### src/rtl/core/first_fit_block_allocator_core_defines.svh
// Assertion helpers for the allocator core.
// Both expect clk_i and rst_ni in the scope of use.
`ifndef FIRST_FIT_BLOCK_ALLOCATOR_CORE_DEFINES_SVH
`define FIRST_FIT_BLOCK_ALLOCATOR_CORE_DEFINES_SVH

// cond must hold at every clock edge outside reset
`define FFBA_ASSERT_ALWAYS(lbl, cond, msg) \
  lbl: assert property (@(posedge clk_i) disable iff (!rst_ni) (cond)) else $error(msg);

// cons must hold in the cycle after ante
`define FFBA_ASSERT_NEXT(lbl, ante, cons, msg) \
  lbl: assert property (@(posedge clk_i) disable iff (!rst_ni) (ante) |=> (cons)) else $error(msg);

`endif

### src/rtl/core/ffba_pkg.sv
`timescale 1ns / 1ps
package ffba_pkg;

  // fixed field widths
  localparam int unsigned REQ_W        = 21;
  localparam int unsigned REL_ADDR_W   = 20;
  localparam int unsigned OUT_ADDR_W   = 20;
  localparam int unsigned ARENA_W      = 21;
  localparam int unsigned IN_TDATA_W   = 48;
  localparam int unsigned OUT_TDATA_W  = 24;
  // rounded request plus header
  localparam int unsigned TOT_W        = REQ_W + 2;

  localparam int unsigned HDR_BYTES    = 25;
  localparam int unsigned ALIGN_BYTES  = 16;
  localparam int unsigned MIN_BYTES    = 64;

  localparam logic [ARENA_W-1:0] ARENA_RESET = 21'h10_0000;

  localparam int unsigned DEF_MAX_BLOCKS      = 64;
  localparam int unsigned DEF_ARENA_ADDR_BITS = 20;

  typedef enum logic {
    CMD_ALLOC = 1'b0,
    CMD_FREE  = 1'b1
  } cmd_e;

  typedef enum logic [1:0] {
    STAT_OK      = 2'd0,
    STAT_IGNORED = 2'd1,
    STAT_NO_FIT  = 2'd2,
    STAT_UNKNOWN = 2'd3
  } status_e;

  typedef enum logic {
    ALU_ADD = 1'b0,
    ALU_SUB = 1'b1
  } alu_op_e;

  typedef enum logic [4:0] {
    ST_INIT,
    ST_IDLE,
    ST_PREP_A,
    ST_PREP_B,
    ST_PREP_C,
    ST_PREP_F,
    ST_SCAN_RD,
    ST_SCAN_CHK,
    ST_SPLIT_CHK,
    ST_SH_RD,
    ST_SH_WR,
    ST_REM_ST,
    ST_REM_SZ,
    ST_GRANT,
    ST_MERGE_P,
    ST_FREE_NXT,
    ST_NXT_CHK,
    ST_RM_RD,
    ST_RM_WR,
    ST_DONE
  } state_e;

  typedef struct packed {
    logic we;
    logic re;
  } mem_req_t;

  typedef struct packed {
    logic ge;   // a >= b on a subtract
    logic eq;   // a == b on a subtract
  } alu_flags_t;

endpackage

### src/rtl/core/first_fit_block_allocator_core.sv
`timescale 1ns / 1ps
// Channel    Dir  Handshake                      Payload (lowest bit up)
// s_axis     in   s_axis_tvalid_i/s_axis_tready_o tuser: command; tdata: request_size,
//                                                 release_address
// m_axis     out  m_axis_tvalid_o/m_axis_tready_i tuser: status; tdata: granted_address
// cfg        in   cfg_valid_i/cfg_ready_o         cfg_data_i: arena_bytes
//
// The core takes one item at a time. The block table sits in a single-port memory
// with registered read, so the scan reads and then checks each entry visited; each
// entry shifted on a split or removed on a merge takes a read and a write. An
// allocate rounds and sizes the request, scans, and on a split shifts the later
// entries up and writes the remainder before the grant; a free checks the address,
// scans, then merges with a free neighbour and removes the absorbed entry; a scan
// miss visits every block. Reset and each arena write load the table as one free
// block, with s_axis not ready meanwhile. A result waiting on m_axis lets the next
// item in; that item's result is held until the output register empties.
module first_fit_block_allocator_core #(
  parameter int unsigned MAX_BLOCKS      = ffba_pkg::DEF_MAX_BLOCKS,
  parameter int unsigned ARENA_ADDR_BITS = ffba_pkg::DEF_ARENA_ADDR_BITS
) (
  input  logic                               clk_i,
  input  logic                               rst_ni,
  // request items
  input  logic                               s_axis_tvalid_i,
  output logic                               s_axis_tready_o,
  input  logic [ffba_pkg::IN_TDATA_W-1:0]    s_axis_tdata_i,  // request_size, release_address
  input  logic [0:0]                         s_axis_tuser_i,  // command
  // result items
  output logic                               m_axis_tvalid_o,
  input  logic                               m_axis_tready_i,
  output logic [ffba_pkg::OUT_TDATA_W-1:0]   m_axis_tdata_o,  // granted_address
  output logic [1:0]                         m_axis_tuser_o,  // status
  // arena size register
  input  logic                               cfg_valid_i,
  output logic                               cfg_ready_o,
  input  logic [ffba_pkg::ARENA_W-1:0]       cfg_data_i
);
  import ffba_pkg::*;

  localparam int unsigned IDX_W   = (MAX_BLOCKS > 1) ? $clog2(MAX_BLOCKS) : 1;
  localparam int unsigned START_W = ARENA_ADDR_BITS;
  localparam int unsigned SIZE_W  = ARENA_ADDR_BITS + 1;
  localparam int unsigned ENT_W   = START_W + SIZE_W + 1;
  localparam int unsigned ALU_W   = (SIZE_W > TOT_W) ? SIZE_W : TOT_W;
  localparam int unsigned LIM_W   = (SIZE_W > ARENA_W) ? SIZE_W : ARENA_W;

  logic [ARENA_W-1:0]    arena_q;
  logic [LIM_W-1:0]      arena_ext;
  logic [LIM_W-1:0]      lim_top;
  logic [LIM_W-1:0]      lim_min;
  logic [LIM_W-1:0]      limit;
  logic                  cfg_we;

  mem_req_t              mem_req;
  logic [IDX_W-1:0]      raddr, waddr;
  logic [ENT_W-1:0]      wdata, rdata;
  logic [ALU_W-1:0]      alu_a, alu_b, alu_res;
  alu_op_e               alu_op;
  alu_flags_t            alu_flags;
  status_e               out_status;
  logic [OUT_ADDR_W-1:0] out_addr;

  // register is always writable; writes must come only while idle, unchecked by the block
  assign cfg_ready_o = 1'b1;
  assign cfg_we      = cfg_valid_i && cfg_ready_o;

  always_ff @(posedge clk_i or negedge rst_ni) begin
    if (!rst_ni) begin
      arena_q <= ARENA_RESET;
    end else if (cfg_we) begin
      arena_q <= cfg_data_i;
    end
  end

  // clamp the arena to [minimum block, 2^ARENA_ADDR_BITS]
  assign arena_ext = LIM_W'(arena_q);
  assign lim_top   = LIM_W'(1) << ARENA_ADDR_BITS;
  assign lim_min   = LIM_W'(MIN_BYTES);
  assign limit     = (arena_ext < lim_min) ? lim_min :
                     (arena_ext > lim_top) ? lim_top : arena_ext;

  ffba_ctrl #(
    .MAX_BLOCKS      (MAX_BLOCKS),
    .ARENA_ADDR_BITS (ARENA_ADDR_BITS)
  ) u_ctrl (
    .clk_i        (clk_i),
    .rst_ni       (rst_ni),
    .reload_i     (cfg_we),
    .limit_i      (limit[SIZE_W-1:0]),
    .in_valid_i   (s_axis_tvalid_i),
    .in_ready_o   (s_axis_tready_o),
    .in_cmd_i     (cmd_e'(s_axis_tuser_i[0])),
    .in_req_i     (s_axis_tdata_i[REQ_W-1:0]),
    .in_addr_i    (s_axis_tdata_i[REQ_W +: REL_ADDR_W]),
    .out_valid_o  (m_axis_tvalid_o),
    .out_ready_i  (m_axis_tready_i),
    .out_status_o (out_status),
    .out_addr_o   (out_addr),
    .mem_o        (mem_req),
    .raddr_o      (raddr),
    .waddr_o      (waddr),
    .wdata_o      (wdata),
    .rdata_i      (rdata),
    .alu_a_o      (alu_a),
    .alu_b_o      (alu_b),
    .alu_op_o     (alu_op),
    .alu_res_i    (alu_res),
    .alu_flags_i  (alu_flags)
  );

  // one adder serves sizing, fit and address compares, split, merge and grant arithmetic
  ffba_alu #(
    .W (ALU_W)
  ) u_alu (
    .a_i     (alu_a),
    .b_i     (alu_b),
    .op_i    (alu_op),
    .res_o   (alu_res),
    .flags_o (alu_flags)
  );

  ffba_table #(
    .MAX_BLOCKS      (MAX_BLOCKS),
    .ARENA_ADDR_BITS (ARENA_ADDR_BITS)
  ) u_table (
    .clk_i   (clk_i),
    .mem_i   (mem_req),
    .waddr_i (waddr),
    .wdata_i (wdata),
    .raddr_i (raddr),
    .rdata_o (rdata)
  );

  assign m_axis_tuser_o = out_status;
  assign m_axis_tdata_o = {{(OUT_TDATA_W - OUT_ADDR_W){1'b0}}, out_addr};

endmodule

### src/rtl/core/ffba_alu.sv
`timescale 1ns / 1ps
module ffba_alu #(
  parameter int unsigned W = 23
) (
  input  logic [W-1:0]          a_i,
  input  logic [W-1:0]          b_i,
  input  ffba_pkg::alu_op_e     op_i,
  output logic [W-1:0]          res_o,
  output ffba_pkg::alu_flags_t  flags_o
);
  import ffba_pkg::*;

  logic         sub;
  logic [W-1:0] b_eff;
  logic [W:0]   sum;

  // single adder, subtract by inverted operand and carry in
  assign sub   = (op_i == ALU_SUB);
  assign b_eff = sub ? ~b_i : b_i;
  assign sum   = {1'b0, a_i} + {1'b0, b_eff} + {{W{1'b0}}, sub};

  assign res_o      = sum[W-1:0];
  assign flags_o.ge = sum[W];
  assign flags_o.eq = (sum[W-1:0] == '0);

endmodule

### src/rtl/core/ffba_table.sv
`timescale 1ns / 1ps
module ffba_table #(
  parameter int unsigned MAX_BLOCKS      = ffba_pkg::DEF_MAX_BLOCKS,
  parameter int unsigned ARENA_ADDR_BITS = ffba_pkg::DEF_ARENA_ADDR_BITS,
  localparam int unsigned IDX_W          = (MAX_BLOCKS > 1) ? $clog2(MAX_BLOCKS) : 1,
  localparam int unsigned ENT_W          = 2 * ARENA_ADDR_BITS + 2
) (
  input  logic                clk_i,
  input  ffba_pkg::mem_req_t  mem_i,
  input  logic [IDX_W-1:0]    waddr_i,
  input  logic [ENT_W-1:0]    wdata_i,
  input  logic [IDX_W-1:0]    raddr_i,
  output logic [ENT_W-1:0]    rdata_o
);
  import ffba_pkg::*;

  // entry: {start, size, free}
  logic [ENT_W-1:0] mem_q [MAX_BLOCKS];
  logic [ENT_W-1:0] rdata_q;

  always_ff @(posedge clk_i) begin
    if (mem_i.we) begin
      mem_q[waddr_i] <= wdata_i;
    end
    if (mem_i.re) begin
      rdata_q <= mem_q[raddr_i];
    end
  end

  assign rdata_o = rdata_q;

endmodule

### src/rtl/core/ffba_ctrl.sv
`timescale 1ns / 1ps
`include "first_fit_block_allocator_core_defines.svh"
module ffba_ctrl #(
  parameter int unsigned MAX_BLOCKS      = ffba_pkg::DEF_MAX_BLOCKS,
  parameter int unsigned ARENA_ADDR_BITS = ffba_pkg::DEF_ARENA_ADDR_BITS,
  localparam int unsigned IDX_W          = (MAX_BLOCKS > 1) ? $clog2(MAX_BLOCKS) : 1,
  localparam int unsigned CNT_W          = $clog2(MAX_BLOCKS + 1),
  localparam int unsigned START_W        = ARENA_ADDR_BITS,
  localparam int unsigned SIZE_W         = ARENA_ADDR_BITS + 1,
  localparam int unsigned ENT_W          = START_W + SIZE_W + 1,
  localparam int unsigned ALU_W          = (SIZE_W > ffba_pkg::TOT_W) ? SIZE_W
                                                                      : ffba_pkg::TOT_W
) (
  input  logic                                clk_i,
  input  logic                                rst_ni,
  input  logic                                reload_i,
  input  logic [SIZE_W-1:0]                   limit_i,
  input  logic                                in_valid_i,
  output logic                                in_ready_o,
  input  ffba_pkg::cmd_e                      in_cmd_i,
  input  logic [ffba_pkg::REQ_W-1:0]          in_req_i,
  input  logic [ffba_pkg::REL_ADDR_W-1:0]     in_addr_i,
  output logic                                out_valid_o,
  input  logic                                out_ready_i,
  output ffba_pkg::status_e                   out_status_o,
  output logic [ffba_pkg::OUT_ADDR_W-1:0]     out_addr_o,
  output ffba_pkg::mem_req_t                  mem_o,
  output logic [IDX_W-1:0]                    raddr_o,
  output logic [IDX_W-1:0]                    waddr_o,
  output logic [ENT_W-1:0]                    wdata_o,
  input  logic [ENT_W-1:0]                    rdata_i,
  output logic [ALU_W-1:0]                    alu_a_o,
  output logic [ALU_W-1:0]                    alu_b_o,
  output ffba_pkg::alu_op_e                   alu_op_o,
  input  logic [ALU_W-1:0]                    alu_res_i,
  input  ffba_pkg::alu_flags_t                alu_flags_i
);
  import ffba_pkg::*;

  localparam logic [CNT_W-1:0] CNT_MAX = CNT_W'(MAX_BLOCKS);
  localparam logic [CNT_W-1:0] CNT_ONE = CNT_W'(1);

  state_e                  state_q, state_d;
  logic [CNT_W-1:0]        cnt_q, cnt_d;
  logic [CNT_W-1:0]        idx_q, idx_d;
  logic [CNT_W-1:0]        k_q, k_d;
  logic                    prev_ok_q, prev_ok_d;
  logic                    out_valid_q, out_valid_d;

  cmd_e                    cmd_q, cmd_d;
  logic [ALU_W-1:0]        key_q, key_d;     // release address, then address less header
  logic [ALU_W-1:0]        tot_q, tot_d;
  logic [ALU_W-1:0]        totp_q, totp_d;   // total plus minimum block
  logic [ENT_W-1:0]        cur_q, cur_d;
  logic [ENT_W-1:0]        prev_q, prev_d;
  logic                    split_q, split_d;
  logic [START_W-1:0]      rem_start_q, rem_start_d;
  status_e                 res_status_q, res_status_d;
  logic [OUT_ADDR_W-1:0]   res_addr_q, res_addr_d;
  status_e                 out_status_q, out_status_d;
  logic [OUT_ADDR_W-1:0]   out_addr_q, out_addr_d;

  logic                    accept;
  logic                    out_load;
  logic [CNT_W-1:0]        idx_p1;
  logic [CNT_W-1:0]        k_p1;
  logic [CNT_W-1:0]        k_m1;
  logic                    scan_more;
  logic                    next_exists;
  logic                    shift_more;
  logic                    rm_more;
  logic                    scan_hit;
  logic                    split_ok;
  logic                    merge_prev;
  logic                    req_zero;
  logic                    addr_zero;

  logic [START_W-1:0]      rd_start, cur_start, prev_start;
  logic [SIZE_W-1:0]       rd_size, cur_size, prev_size;
  logic                    rd_free, prev_free;

  assign rd_start   = rdata_i[ENT_W-1 -: START_W];
  assign rd_size    = rdata_i[SIZE_W:1];
  assign rd_free    = rdata_i[0];
  assign cur_start  = cur_q[ENT_W-1 -: START_W];
  assign cur_size   = cur_q[SIZE_W:1];
  assign prev_start = prev_q[ENT_W-1 -: START_W];
  assign prev_size  = prev_q[SIZE_W:1];
  assign prev_free  = prev_q[0];

  assign in_ready_o = (state_q == ST_IDLE) && !reload_i;
  assign accept     = in_valid_i && in_ready_o;
  assign out_load   = (state_q == ST_DONE) && (!out_valid_q || out_ready_i);

  assign idx_p1      = idx_q + CNT_ONE;
  assign k_p1        = k_q + CNT_ONE;
  assign k_m1        = k_q - CNT_ONE;
  assign scan_more   = (idx_q < cnt_q);
  assign next_exists = (idx_p1 < cnt_q);
  assign shift_more  = (k_q > idx_p1);
  assign rm_more     = (k_p1 < cnt_q);

  assign scan_hit   = (cmd_q == CMD_ALLOC) ? (rd_free && alu_flags_i.ge) : alu_flags_i.eq;
  assign split_ok   = alu_flags_i.ge && (cnt_q < CNT_MAX);
  assign merge_prev = prev_ok_q && prev_free;
  assign req_zero   = (in_req_i == '0);
  assign addr_zero  = (in_addr_i == '0);

  function automatic logic [IDX_W-1:0] k_idx_m1(logic [CNT_W-1:0] i);
    logic [CNT_W-1:0] m;
    m = i - CNT_ONE;
    return m[IDX_W-1:0];
  endfunction

  // next state
  always_comb begin
    state_d = state_q;
    unique case (state_q)
      ST_INIT:      state_d = ST_IDLE;
      ST_IDLE: begin
        if (accept) begin
          if (in_cmd_i == CMD_ALLOC) begin
            state_d = req_zero ? ST_DONE : ST_PREP_A;
          end else begin
            state_d = addr_zero ? ST_DONE : ST_PREP_F;
          end
        end
      end
      ST_PREP_A:    state_d = ST_PREP_B;
      ST_PREP_B:    state_d = ST_PREP_C;
      ST_PREP_C:    state_d = ST_SCAN_RD;
      ST_PREP_F:    state_d = alu_flags_i.ge ? ST_SCAN_RD : ST_DONE;
      ST_SCAN_RD:   state_d = scan_more ? ST_SCAN_CHK : ST_DONE;
      ST_SCAN_CHK: begin
        if (!scan_hit) begin
          state_d = ST_SCAN_RD;
        end else if (cmd_q == CMD_ALLOC) begin
          state_d = ST_SPLIT_CHK;
        end else begin
          state_d = merge_prev ? ST_MERGE_P : ST_FREE_NXT;
        end
      end
      ST_SPLIT_CHK: state_d = split_ok ? ST_SH_RD : ST_GRANT;
      ST_SH_RD:     state_d = shift_more ? ST_SH_WR : ST_REM_ST;
      ST_SH_WR:     state_d = ST_SH_RD;
      ST_REM_ST:    state_d = ST_REM_SZ;
      ST_REM_SZ:    state_d = ST_GRANT;
      ST_GRANT:     state_d = ST_DONE;
      ST_MERGE_P:   state_d = ST_RM_RD;
      ST_FREE_NXT:  state_d = next_exists ? ST_NXT_CHK : ST_DONE;
      ST_NXT_CHK:   state_d = rd_free ? ST_RM_RD : ST_DONE;
      ST_RM_RD:     state_d = rm_more ? ST_RM_WR : ST_DONE;
      ST_RM_WR:     state_d = ST_RM_RD;
      ST_DONE:      state_d = out_load ? ST_IDLE : ST_DONE;
      default:      state_d = ST_INIT;
    endcase
    if (reload_i) begin
      state_d = ST_INIT;
    end
  end

  // table and shared unit controls
  always_comb begin
    mem_o    = '0;
    raddr_o  = '0;
    waddr_o  = '0;
    wdata_o  = '0;
    alu_a_o  = '0;
    alu_b_o  = '0;
    alu_op_o = ALU_ADD;
    unique case (state_q)
      ST_INIT: begin
        mem_o.we = 1'b1;
        wdata_o  = {{START_W{1'b0}}, limit_i, 1'b1};
      end
      ST_PREP_A: begin
        // request sits in tot_q here
        alu_a_o = tot_q;
        alu_b_o = ALU_W'(ALIGN_BYTES - 1);
      end
      ST_PREP_B: begin
        alu_a_o = tot_q;
        alu_b_o = ALU_W'(HDR_BYTES);
      end
      ST_PREP_C: begin
        alu_a_o = tot_q;
        alu_b_o = ALU_W'(MIN_BYTES);
      end
      ST_PREP_F: begin
        alu_a_o  = key_q;
        alu_b_o  = ALU_W'(HDR_BYTES);
        alu_op_o = ALU_SUB;
      end
      ST_SCAN_RD: begin
        mem_o.re = scan_more;
        raddr_o  = idx_q[IDX_W-1:0];
      end
      ST_SCAN_CHK: begin
        alu_op_o = ALU_SUB;
        if (cmd_q == CMD_ALLOC) begin
          alu_a_o = ALU_W'(rd_size);
          alu_b_o = tot_q;
        end else begin
          alu_a_o = ALU_W'(rd_start);
          alu_b_o = key_q;
        end
      end
      ST_SPLIT_CHK: begin
        alu_a_o  = ALU_W'(cur_size);
        alu_b_o  = totp_q;
        alu_op_o = ALU_SUB;
      end
      ST_SH_RD: begin
        mem_o.re = shift_more;
        raddr_o  = k_m1[IDX_W-1:0];
      end
      ST_SH_WR: begin
        mem_o.we = 1'b1;
        waddr_o  = k_q[IDX_W-1:0];
        wdata_o  = rdata_i;
      end
      ST_REM_ST: begin
        alu_a_o = ALU_W'(cur_start);
        alu_b_o = tot_q;
      end
      ST_REM_SZ: begin
        alu_a_o  = ALU_W'(cur_size);
        alu_b_o  = tot_q;
        alu_op_o = ALU_SUB;
        mem_o.we = 1'b1;
        waddr_o  = idx_p1[IDX_W-1:0];
        wdata_o  = {rem_start_q, alu_res_i[SIZE_W-1:0], 1'b1};
      end
      ST_GRANT: begin
        alu_a_o  = ALU_W'(cur_start);
        alu_b_o  = ALU_W'(HDR_BYTES);
        mem_o.we = 1'b1;
        waddr_o  = idx_q[IDX_W-1:0];
        wdata_o  = {cur_start, (split_q ? tot_q[SIZE_W-1:0] : cur_size), 1'b0};
      end
      ST_MERGE_P: begin
        alu_a_o  = ALU_W'(prev_size);
        alu_b_o  = ALU_W'(cur_size);
        mem_o.we = 1'b1;
        waddr_o  = k_idx_m1(idx_q);
        wdata_o  = {prev_start, alu_res_i[SIZE_W-1:0], 1'b1};
      end
      ST_FREE_NXT: begin
        mem_o.re = next_exists;
        mem_o.we = !next_exists;
        raddr_o  = idx_p1[IDX_W-1:0];
        waddr_o  = idx_q[IDX_W-1:0];
        wdata_o  = {cur_start, cur_size, 1'b1};
      end
      ST_NXT_CHK: begin
        alu_a_o  = ALU_W'(cur_size);
        alu_b_o  = ALU_W'(rd_size);
        mem_o.we = 1'b1;
        waddr_o  = idx_q[IDX_W-1:0];
        wdata_o  = rd_free ? {cur_start, alu_res_i[SIZE_W-1:0], 1'b1}
                           : {cur_start, cur_size, 1'b1};
      end
      ST_RM_RD: begin
        mem_o.re = rm_more;
        raddr_o  = k_p1[IDX_W-1:0];
      end
      ST_RM_WR: begin
        mem_o.we = 1'b1;
        waddr_o  = k_q[IDX_W-1:0];
        wdata_o  = rdata_i;
      end
      ST_IDLE, ST_DONE: begin
      end
      default: begin
      end
    endcase
  end

  // datapath next values
  always_comb begin
    cnt_d        = cnt_q;
    idx_d        = idx_q;
    k_d          = k_q;
    prev_ok_d    = prev_ok_q;
    cmd_d        = cmd_q;
    key_d        = key_q;
    tot_d        = tot_q;
    totp_d       = totp_q;
    cur_d        = cur_q;
    prev_d       = prev_q;
    split_d      = split_q;
    rem_start_d  = rem_start_q;
    res_status_d = res_status_q;
    res_addr_d   = res_addr_q;
    out_valid_d  = out_valid_q && !out_ready_i;
    out_status_d = out_status_q;
    out_addr_d   = out_addr_q;

    case (state_q)
      ST_INIT: cnt_d = CNT_ONE;
      ST_IDLE: begin
        if (accept) begin
          cmd_d        = in_cmd_i;
          tot_d        = ALU_W'(in_req_i);
          key_d        = ALU_W'(in_addr_i);
          idx_d        = '0;
          prev_ok_d    = 1'b0;
          split_d      = 1'b0;
          res_addr_d   = '0;
          res_status_d = STAT_OK;
          if ((in_cmd_i == CMD_ALLOC) ? req_zero : addr_zero) begin
            res_status_d = STAT_IGNORED;
          end
        end
      end
      ST_PREP_A: tot_d  = alu_res_i & ~ALU_W'(ALIGN_BYTES - 1);
      ST_PREP_B: tot_d  = (alu_res_i < ALU_W'(MIN_BYTES)) ? ALU_W'(MIN_BYTES) : alu_res_i;
      ST_PREP_C: totp_d = alu_res_i;
      ST_PREP_F: begin
        key_d = alu_res_i;
        if (!alu_flags_i.ge) begin
          res_status_d = STAT_UNKNOWN;
        end
      end
      ST_SCAN_RD: begin
        if (!scan_more) begin
          res_status_d = (cmd_q == CMD_ALLOC) ? STAT_NO_FIT : STAT_UNKNOWN;
        end
      end
      ST_SCAN_CHK: begin
        if (scan_hit) begin
          cur_d = rdata_i;
        end else begin
          prev_d    = rdata_i;
          prev_ok_d = 1'b1;
          idx_d     = idx_p1;
        end
      end
      ST_SPLIT_CHK: begin
        split_d = split_ok;
        k_d     = cnt_q;
      end
      ST_SH_WR:   k_d         = k_m1;
      ST_REM_ST:  rem_start_d = alu_res_i[START_W-1:0];
      ST_REM_SZ:  cnt_d       = cnt_q + CNT_ONE;
      ST_GRANT:   res_addr_d  = alu_res_i[OUT_ADDR_W-1:0];
      ST_MERGE_P: k_d         = idx_q;
      ST_NXT_CHK: k_d         = idx_p1;
      ST_RM_RD: begin
        if (!rm_more) begin
          cnt_d = cnt_q - CNT_ONE;
        end
      end
      ST_RM_WR:   k_d         = k_p1;
      ST_DONE: begin
        if (out_load) begin
          out_valid_d  = 1'b1;
          out_status_d = res_status_q;
          out_addr_d   = res_addr_q;
        end
      end
      default: begin
      end
    endcase
  end

  always_ff @(posedge clk_i or negedge rst_ni) begin
    if (!rst_ni) begin
      state_q     <= ST_INIT;
      cnt_q       <= CNT_ONE;
      idx_q       <= '0;
      k_q         <= '0;
      prev_ok_q   <= 1'b0;
      out_valid_q <= 1'b0;
    end else begin
      state_q     <= state_d;
      cnt_q       <= cnt_d;
      idx_q       <= idx_d;
      k_q         <= k_d;
      prev_ok_q   <= prev_ok_d;
      out_valid_q <= out_valid_d;
    end
  end

  always_ff @(posedge clk_i) begin
    cmd_q        <= cmd_d;
    key_q        <= key_d;
    tot_q        <= tot_d;
    totp_q       <= totp_d;
    cur_q        <= cur_d;
    prev_q       <= prev_d;
    split_q      <= split_d;
    rem_start_q  <= rem_start_d;
    res_status_q <= res_status_d;
    res_addr_q   <= res_addr_d;
    out_status_q <= out_status_d;
    out_addr_q   <= out_addr_d;
  end

  assign out_valid_o  = out_valid_q;
  assign out_status_o = out_status_q;
  assign out_addr_o   = out_addr_q;

  `FFBA_ASSERT_ALWAYS(a_cnt_range, (cnt_q != '0) && (cnt_q <= CNT_MAX), "block count out of range")
  `FFBA_ASSERT_NEXT(a_busy_after_accept, accept, (state_q != ST_IDLE), "ready right after an item")
  `FFBA_ASSERT_ALWAYS(a_port_excl, !(mem_o.we && mem_o.re), "table read and write together")
  `FFBA_ASSERT_ALWAYS(a_scan_bound, (state_q != ST_SCAN_RD) || (idx_q <= cnt_q), "scan index past count")

endmodule

### config.mk
export PLATFORM = sky130hd
export DESIGN_NAME = first_fit_block_allocator_core
export DESIGN_NICKNAME = d
export VERILOG_FILES = /design/src/rtl/core/ffba_pkg.sv /design/src/rtl/core/first_fit_block_allocator_core.sv /design/src/rtl/core/ffba_alu.sv /design/src/rtl/core/ffba_table.sv /design/src/rtl/core/ffba_ctrl.sv
export VERILOG_INCLUDE_DIRS = /design/src /design/src/rtl/core
export SDC_FILE = /design/constraint.sdc
export NUM_CORES = 2
export LEC_CHECK = 0
export BUFFER_PORTS_ARGS = -buffer_cell sky130_fd_sc_hd__buf_4
export CORE_MARGIN = 10
export CORE_UTILIZATION = 60
export CTS_CLUSTER_SIZE = 28
export DETAILED_ROUTE_END_ITERATION = 8
export PLACE_DENSITY = 0.76
export SYNTH_ARGS = -nofsm -noshare
export SYNTH_HDL_FRONTEND = slang
export SYNTH_SLANG_ARGS = --single-unit
### constraint.sdc
create_clock -name clk_i -period 9.8 [get_ports clk_i]
set_input_delay 1.47 -clock clk_i [delete_from_list [all_inputs] [get_ports clk_i]]
set_output_delay 1.47 -clock clk_i [all_outputs]
set_load 0.02 [all_outputs]
### After elaboration in Yosys (flattened, before gate mapping)

Memories as Yosys holds them, arrays and structs flattened. A register that Yosys moved wholly into a read port is not among the register bits.
Index checks and enable logic that the tools add are counted.

| word-level totals | value |
|---|---|
| register bits | 268 |
| latch bits | 0 |
| bits in writable memories | 2688 |
| bits in read-only memories | 0 |
| bits of input ports | 75 |
| output and inout port bits | 29 |
| word-level logic and storage cells | 169 |
| memories kept | 1 |

| operators by class | value |
|---|---|
| add/sub/neg operators | 8 |
| $mul | 0 |
| div/mod/pow operators | 0 |
| order comparisons | 8 |
| equal/unequal tests | 25 |
| shift-type cells | 0 |
| mux-type cells | 61 |
| bitwise operators | 2 |
| reductions and logical operators | 45 |

Memory list:

| name | depth | bits a word | read ports | clocked after memory_dff | wr ports | RTL line | text |
|---|---|---|---|---|---|---|---|
| u_table.mem_q | 64 | 42 | 1 | 1 | 1 | ffba_table.sv:18 | `logic [ENT_W-1:0] mem_q [MAX_BLOCKS];` |

Operators with widths:

| operator | count |
|---|---|
| $pmux W42 S7 | 1 |
| $pmux W23 S8 | 1 |
| $pmux W23 S6 | 1 |
| $mux W23 | 5 |
| $pmux W5 S19 | 1 |
| $mux W21 | 4 |
| $pmux W23 S3 | 1 |
| $mux W5 | 10 |
| $pmux W6 S4 | 2 |
| $pmux W23 S2 | 1 |
| $eq A5 B4 Y1 const B | 8 |
| $pmux W20 S2 | 1 |
| $pmux W7 S5 | 1 |
| $add A23 B23 Y24 | 1 |
| $add A24 B1 Y24 | 1 |
| $logic_not A23 Y1 | 1 |
| $lt A23 B7 Y1 const B | 1 |
| $not A23 Y23 | 1 |
| $mux W22 | 1 |
| $add A7 B1 Y7 const B | 3 |
| $gt A21 B21 Y1 const B | 1 |
| $logic_not A21 Y1 | 1 |
| $lt A21 B7 Y1 const B | 1 |
| $lt A7 B7 Y1 | 3 |
| 37 further kinds | 97 |

### Longest topological paths before layout

| depth | value |
|---|---|
| depth after elaboration | 12 |
| gate-level depth with buffers | 25 |
| depth with buffers taken out | 20 |

### Hierarchy

From an unflattened synthesis, not the netlist that was laid out.

| unflattened totals | value |
|---|---|
| cell total of the unflattened synthesis | 5912 |
| area, all modules | 119737.3 µm² |

By module, submodules not included:

| module | times used | cells an instance | area an instance (µm²) | sequential area each (µm²) |
|---|---|---|---|---|
| ffba_table | 1 | 4352 | 103768.3 | 81978.6 |
| ffba_ctrl | 1 | 1254 | 13292.7 | 7248.2 |
| ffba_alu | 1 | 227 | 1655.3 | 0.0 |
| first_fit_block_allocator_core | 1 | 79 | 1021.0 | 526.8 |

### Worst setup path after synthesis

Ideal clock, no wire load.

| timing path | value |
|---|---|
| kind | register to register |
| start point | reg u_ctrl.state_q[0] |
| end point | reg u_ctrl.cur_q[10], enable pin |
| library setup time | 0.453 ns |
| arrival time | 7.497 ns |
| required time | 9.347 ns |
| path slack | 1.850 ns |
| stages on the path, launching flop included | 21 |
| path buffers | 5 |
| clock period less this slack | 7.950 ns |
| cells stage by stage | dfrtp_1 > buf_4 > buf_2 > clkbuf_1 > clkbuf_1 > nor3_1 > a21oi_1 > nand3_1 > xor2_1 > ha_1 > nand2_1 > nor4_1 > a211oi_1 > o21ai_0 > or4b_1 > nand4_1 > nand4_1 > and4bb_1 > buf_4 > nand3_1 > a21oi_1 |

| between the ends | value |
|---|---|
| word-level cells in the longest chain between the ends | 10 |
| elaborated cells between the ends (all ways) | 28 |
| those cells by class | 2 x add/sub; 11 x eq/ne; 5 x mux; 1 x bitwise; 9 x reduce/logical |

RTL lines:

| item | RTL line | text |
|---|---|---|
| start, declared | ffba_ctrl.sv:43 | `state_e state_q, state_d;` |
| start signal, assigned | ffba_ctrl.sv:376 | `state_q <= state_d;` |
| $eq A5 B2 Y1, or another cell as far along | ffba_ctrl.sv:171 | `unique case (state_q)` |
| $reduce_or A3 Y1 (no source line) or $reduce_or A2 Y1 (tied branches) | -- |  |
| $pmux W23 S8 | ffba_ctrl.sv:171 |  |
| $not A23 Y23 | ffba_alu.sv:19 | `assign b_eff = sub ? ~b_i : b_i;` |
| $mux W23 | ffba_alu.sv:19 |  |
| $add A23 B23 Y24 | ffba_alu.sv:20 | `assign sum = {1'b0, a_i} + {1'b0, b_eff} + {{W{1'b0}}, sub};` |
| $add A24 B1 Y24 | ffba_alu.sv:20 |  |
| $logic_not A23 Y1 or $logic_and A1 B1 Y1 (tied branches) | ffba_alu.sv:24, ffba_ctrl.sv:103 |  |
| $mux W1 | ffba_ctrl.sv:103 | `assign scan_hit = (cmd_q == CMD_ALLOC) ? (rd_free && alu_flags_i.ge) : alu_flags_i.eq;` |
| $reduce_and A2 Y1 (no source line) (*) | -- |  |
| end signal, assigned | ffba_ctrl.sv:390 | `cur_q <= cur_d;` |
| end, declared | ffba_ctrl.sv:54 | `logic [ENT_W-1:0] cur_q, cur_d;` |

Mark *: on every way between the ends. The rest lies on a longest branch, timed or not.
A chain may end at the register's enable or synchronous reset.

### Worst setup path after layout

| timing path | value |
|---|---|
| start point | reg u_ctrl.state_q[1] |
| end point | reg u_ctrl.cur_q[41], enable pin |

The elaborated chain is that of the path after synthesis.

==> impl_metrics.tcl <==
set metrics [dict create \
    status "finished with violations" \
    violations "DRC" \
    worstPathMaxFanout 39 \
    areaGrowthSynthToFinish_pct 11.9 \
    synth_top_flop_cell "edfxtp_1" \
    clock_skew_ns 0.0612 \
    dr.pass1.iters 9 \
    die_width_um 468 \
    postCtsHoldBufs 0 \
    critPathArrivalTime_ns 8.61 \
    hold_path_depth 0 \
    peakVddDrop_v 0.000175 \
    initial_core_util 0.603 \
    gp_congestion 0.953 \
    multi_input_area_um2 29800 \
    yosys.area_share.simple 0.0219 \
    grt_usage 0.284 \
    grt_pass1_vias 62800 \
    ant_nets 0 \
    ctsResizeCount 0 \
    ys_ff_latch 2997 \
    syn_area_per_cell_um2 20.5 \
    post-cts-setup-buffers 0 \
    fin_crit_sh 0.818 \
    ys_types 86 \
    reg2reg_to "u_ctrl.cur_q[41]" \
    drtIter0Drc 9454 \
    synthXorXnorAreaFrac 0.00434 \
    hold_end "u_ctrl.out_addr_o[18]" \
    clockRootBuffer "clkbuf_16" \
    wl_per_cell_um 34.7 \
    timing.slew.headroom 0.126 \
    p_leak_uw 0.0452 \
    finalSetupTns_ns 0 \
    cts_sinks 2997 \
    cts_buffers 307 \
    crit-reg2reg-launch "u_ctrl.state_q[1]" \
    required_ns 10.39 \
    seq_area_um2 89800 \
    yosysWarnings 0 \
    dpl.hpwl_um 173000 \
    timing.final.ws_setup_ns 1.78 \
    synth_edf_count 2948 \
    cellPowerDensity_nw_per_um2 234 \
    synth_top_family_by_area "multiplexers" \
    r2r_cells 18 \
    clk_pin_slew_ns 0.06 \
    power.total_uw 31600 \
    synth_mux_area_frac 0.181 \
    core_um2 200000 \
    worstSkewPairLatency_ns 0.95 \
    fillers 12100 \
    port_buffers 91 \
    hold_path.startpoint "u_ctrl.res_addr_q[18]" \
    routed-via-count 62500 \
    die_h_um 468 \
    boundaryPins 104 \
    max_freq_ghz 0.125 \
    slew_violations 0 \
    grt_first_pass_wirelength_um 450000 \
    synth_area_um2 120000 \
    die_area_um2 219000 \
    synth_compound_area_frac 0.0280 \
    min_period_ns 8.02 \
    drive_gt1_frac 0.238 \
    htree_num_levels 5 \
    grt_overflow 0 \
    pre_cts_ws_ns 2.00 \
    clock_path_buffers 4 \
    rsz0062_at_grt "false" \
    drt_wl_total_um 312000 \
    setup_violations 0 \
    via_per_inst 6.94 \
    antenna_found_initial 8 \
    cts_tree "done" \
    end_kind "flop" \
    async_flop_share 0.0163 \
    synthCells 5863 \
    ff2ff_setup_slack_ns 1.78 \
    timing_worst_setup_path_type "flop to flop" \
    start_kind "flop" \
    grt_max_degree 131 \
    synth_fa_ha_area_frac 0.00615 \
    ys_seq_area_frac 0.745 \
    fin_nets 6263 \
    worst_hold_path_type "flop to flop" \
    rows 164 \
    finalHoldViolCount 0 \
    max_slew.worst_pin.slew_ns 1.31 \
    maxCapViolations 0 \
    route.detailed.drc 14 \
]
[cells by family after synthesis]
family,after synthesis
flops,2997
buf+inv,382
fa+ha+maj,58
simple gates,577
other cells,2
xor+xnor,58
mux,1336
compound gates,453
[report_power, final]
group | internal, uW | switching [uW]
clock network | 6470 | 4710
registers | 14900 | 191
logic | 1620 | 3690
total | 23000 | 8590
[cells in the mapped netlist, types with 12 or more instances]
master / n / area (um^2)
a221o_1: 12 / 120
edfxtp_1: 2948 / 88500
a222oi_1: 67 / 671
nand2b_1: 17 / 106
mux2i_1: 641 / 6420
nand3_1: 60 / 300
buf_2: 105 / 526
buf_1: 72 / 270
mux4_2: 672 / 15100
inv_1: 51 / 191
mux2_2: 22 / 248
ha_1: 56 / 701
nor4_1: 15 / 93.8
a221oi_1: 36 / 315
nand4_1: 13 / 81.3
o21ai_0: 91 / 455
a22oi_1: 57 / 428
clkbuf_1: 137 / 514
o211ai_1: 24 / 180
dfrtp_1: 47 / 1180
nor2b_1: 14 / 87.6
a21oi_1: 59 / 295
xnor2_1: 39 / 342
nor2_1: 162 / 608
and3_1: 13 / 81.3
nand2_1: 213 / 800
xor2_1: 17 / 149
nor3_1: 25 / 125
a21o_1: 14 / 105
[per-stage QoR]
step	hold WS [ns]	cell area, um^2	std cells	util
final	0.416	135000	9007	0.675
after global routing	0.423	135000	9006	0.675
after CTS	0.411	135000	9005	0.675
after detailed placement	0.405	125000	8477	0.628
after global placement	0.402	125000	8477	0.628
after floorplan	0.400	120000	5866	-
[final cells by class]
type | instances | share of cell area
tap | 2656 | 0.0246
timing repair buffer | 284 | 0.0172
inverter | 53 | 0.00148
multi-input combinational | 2487 | 0.221
clock buffer | 364 | 0.0597
antenna | 2 | 0.0000371
sequential | 2997 | 0.666
clock inverter | 164 | 0.0104
[registers in the layout, indices dropped and copies added (netlist names), 20 cells and up]
name,flops
arena_ext,21
u_ctrl.res_addr_q,20
u_ctrl.tot_q,23
u_ctrl.totp_q,23
u_ctrl.prev_q,42
u_ctrl.rem_start_q,20
u_ctrl.key_q,23
u_ctrl.cur_q,41
u_ctrl.out_addr_o,20
u_table.rdata_o,42
u_table.mem_q,2688
[routing by layer]
metal  routed length, um  up-vias  track usage
li1                    -    25000            -
met2              146000     4279        0.434
met5                  13        -            0
met3               36300      611       0.0692
met1              116000    32700        0.398
met4               14200        2        0.119
[layout by cell type, fill, tap and decap left out, types with 15 or more instances in the layout]
master and instances:
a22oi_1 57, buf_12 15, clkbuf_16 313, nor3_1 22, nor2_1 94, o211ai_1 24
nand3_1 59, a221oi_1 35, mux2_2 22, xor2_1 17, clkbuf_1 49, o21ai_0 91
bufinv_16 24, mux2i_1 641, dfrtp_1 47, nor4_1 15, ha_1 56, a21oi_1 58
nand2_1 190, xnor2_1 39, clkinv_2 50, edfxtp_1 2948, inv_1 51, nor2_4 66
a222oi_1 67, clkinv_1 70, nand2b_1 17, nand2_2 23, buf_4 269, mux4_2 672
[critical path: stages, from the launching register on]
cell      delay [ns]
dfrtp_1         0.32
buf_4           0.35
nor2b_1         0.74
nand2_1         0.54
nor2_2          0.95
buf_4           0.37
a221oi_1        0.13
xnor2_1         0.16
ha_1            0.39
a21oi_1         0.27
nand2_1         0.08
a211oi_1        0.41
a21oi_1         0.17
o41a_1          0.41
a211oi_1        0.41
and4_1          0.59
nand3_1         0.31
a21oi_4         0.69
buf_4           0.35
[worst max-delay path by stage]
stage,startpoint,endpoint,slack [ns]
final,u_ctrl.state_q[1],u_ctrl.cur_q[41],1.78
after global placement,u_ctrl.state_q[1],u_ctrl.cur_q[16],2.03
after CTS,u_ctrl.state_q[1],u_ctrl.cur_q[34],1.92
after global routing,u_ctrl.state_q[1],u_ctrl.cur_q[41],1.44
after detailed placement,u_ctrl.state_q[1],u_ctrl.cur_q[16],2.00
after floorplan,u_ctrl.state_q[0],u_ctrl.cur_q[10],1.85
No activity file was read; power rests on OpenSTA's default activity.
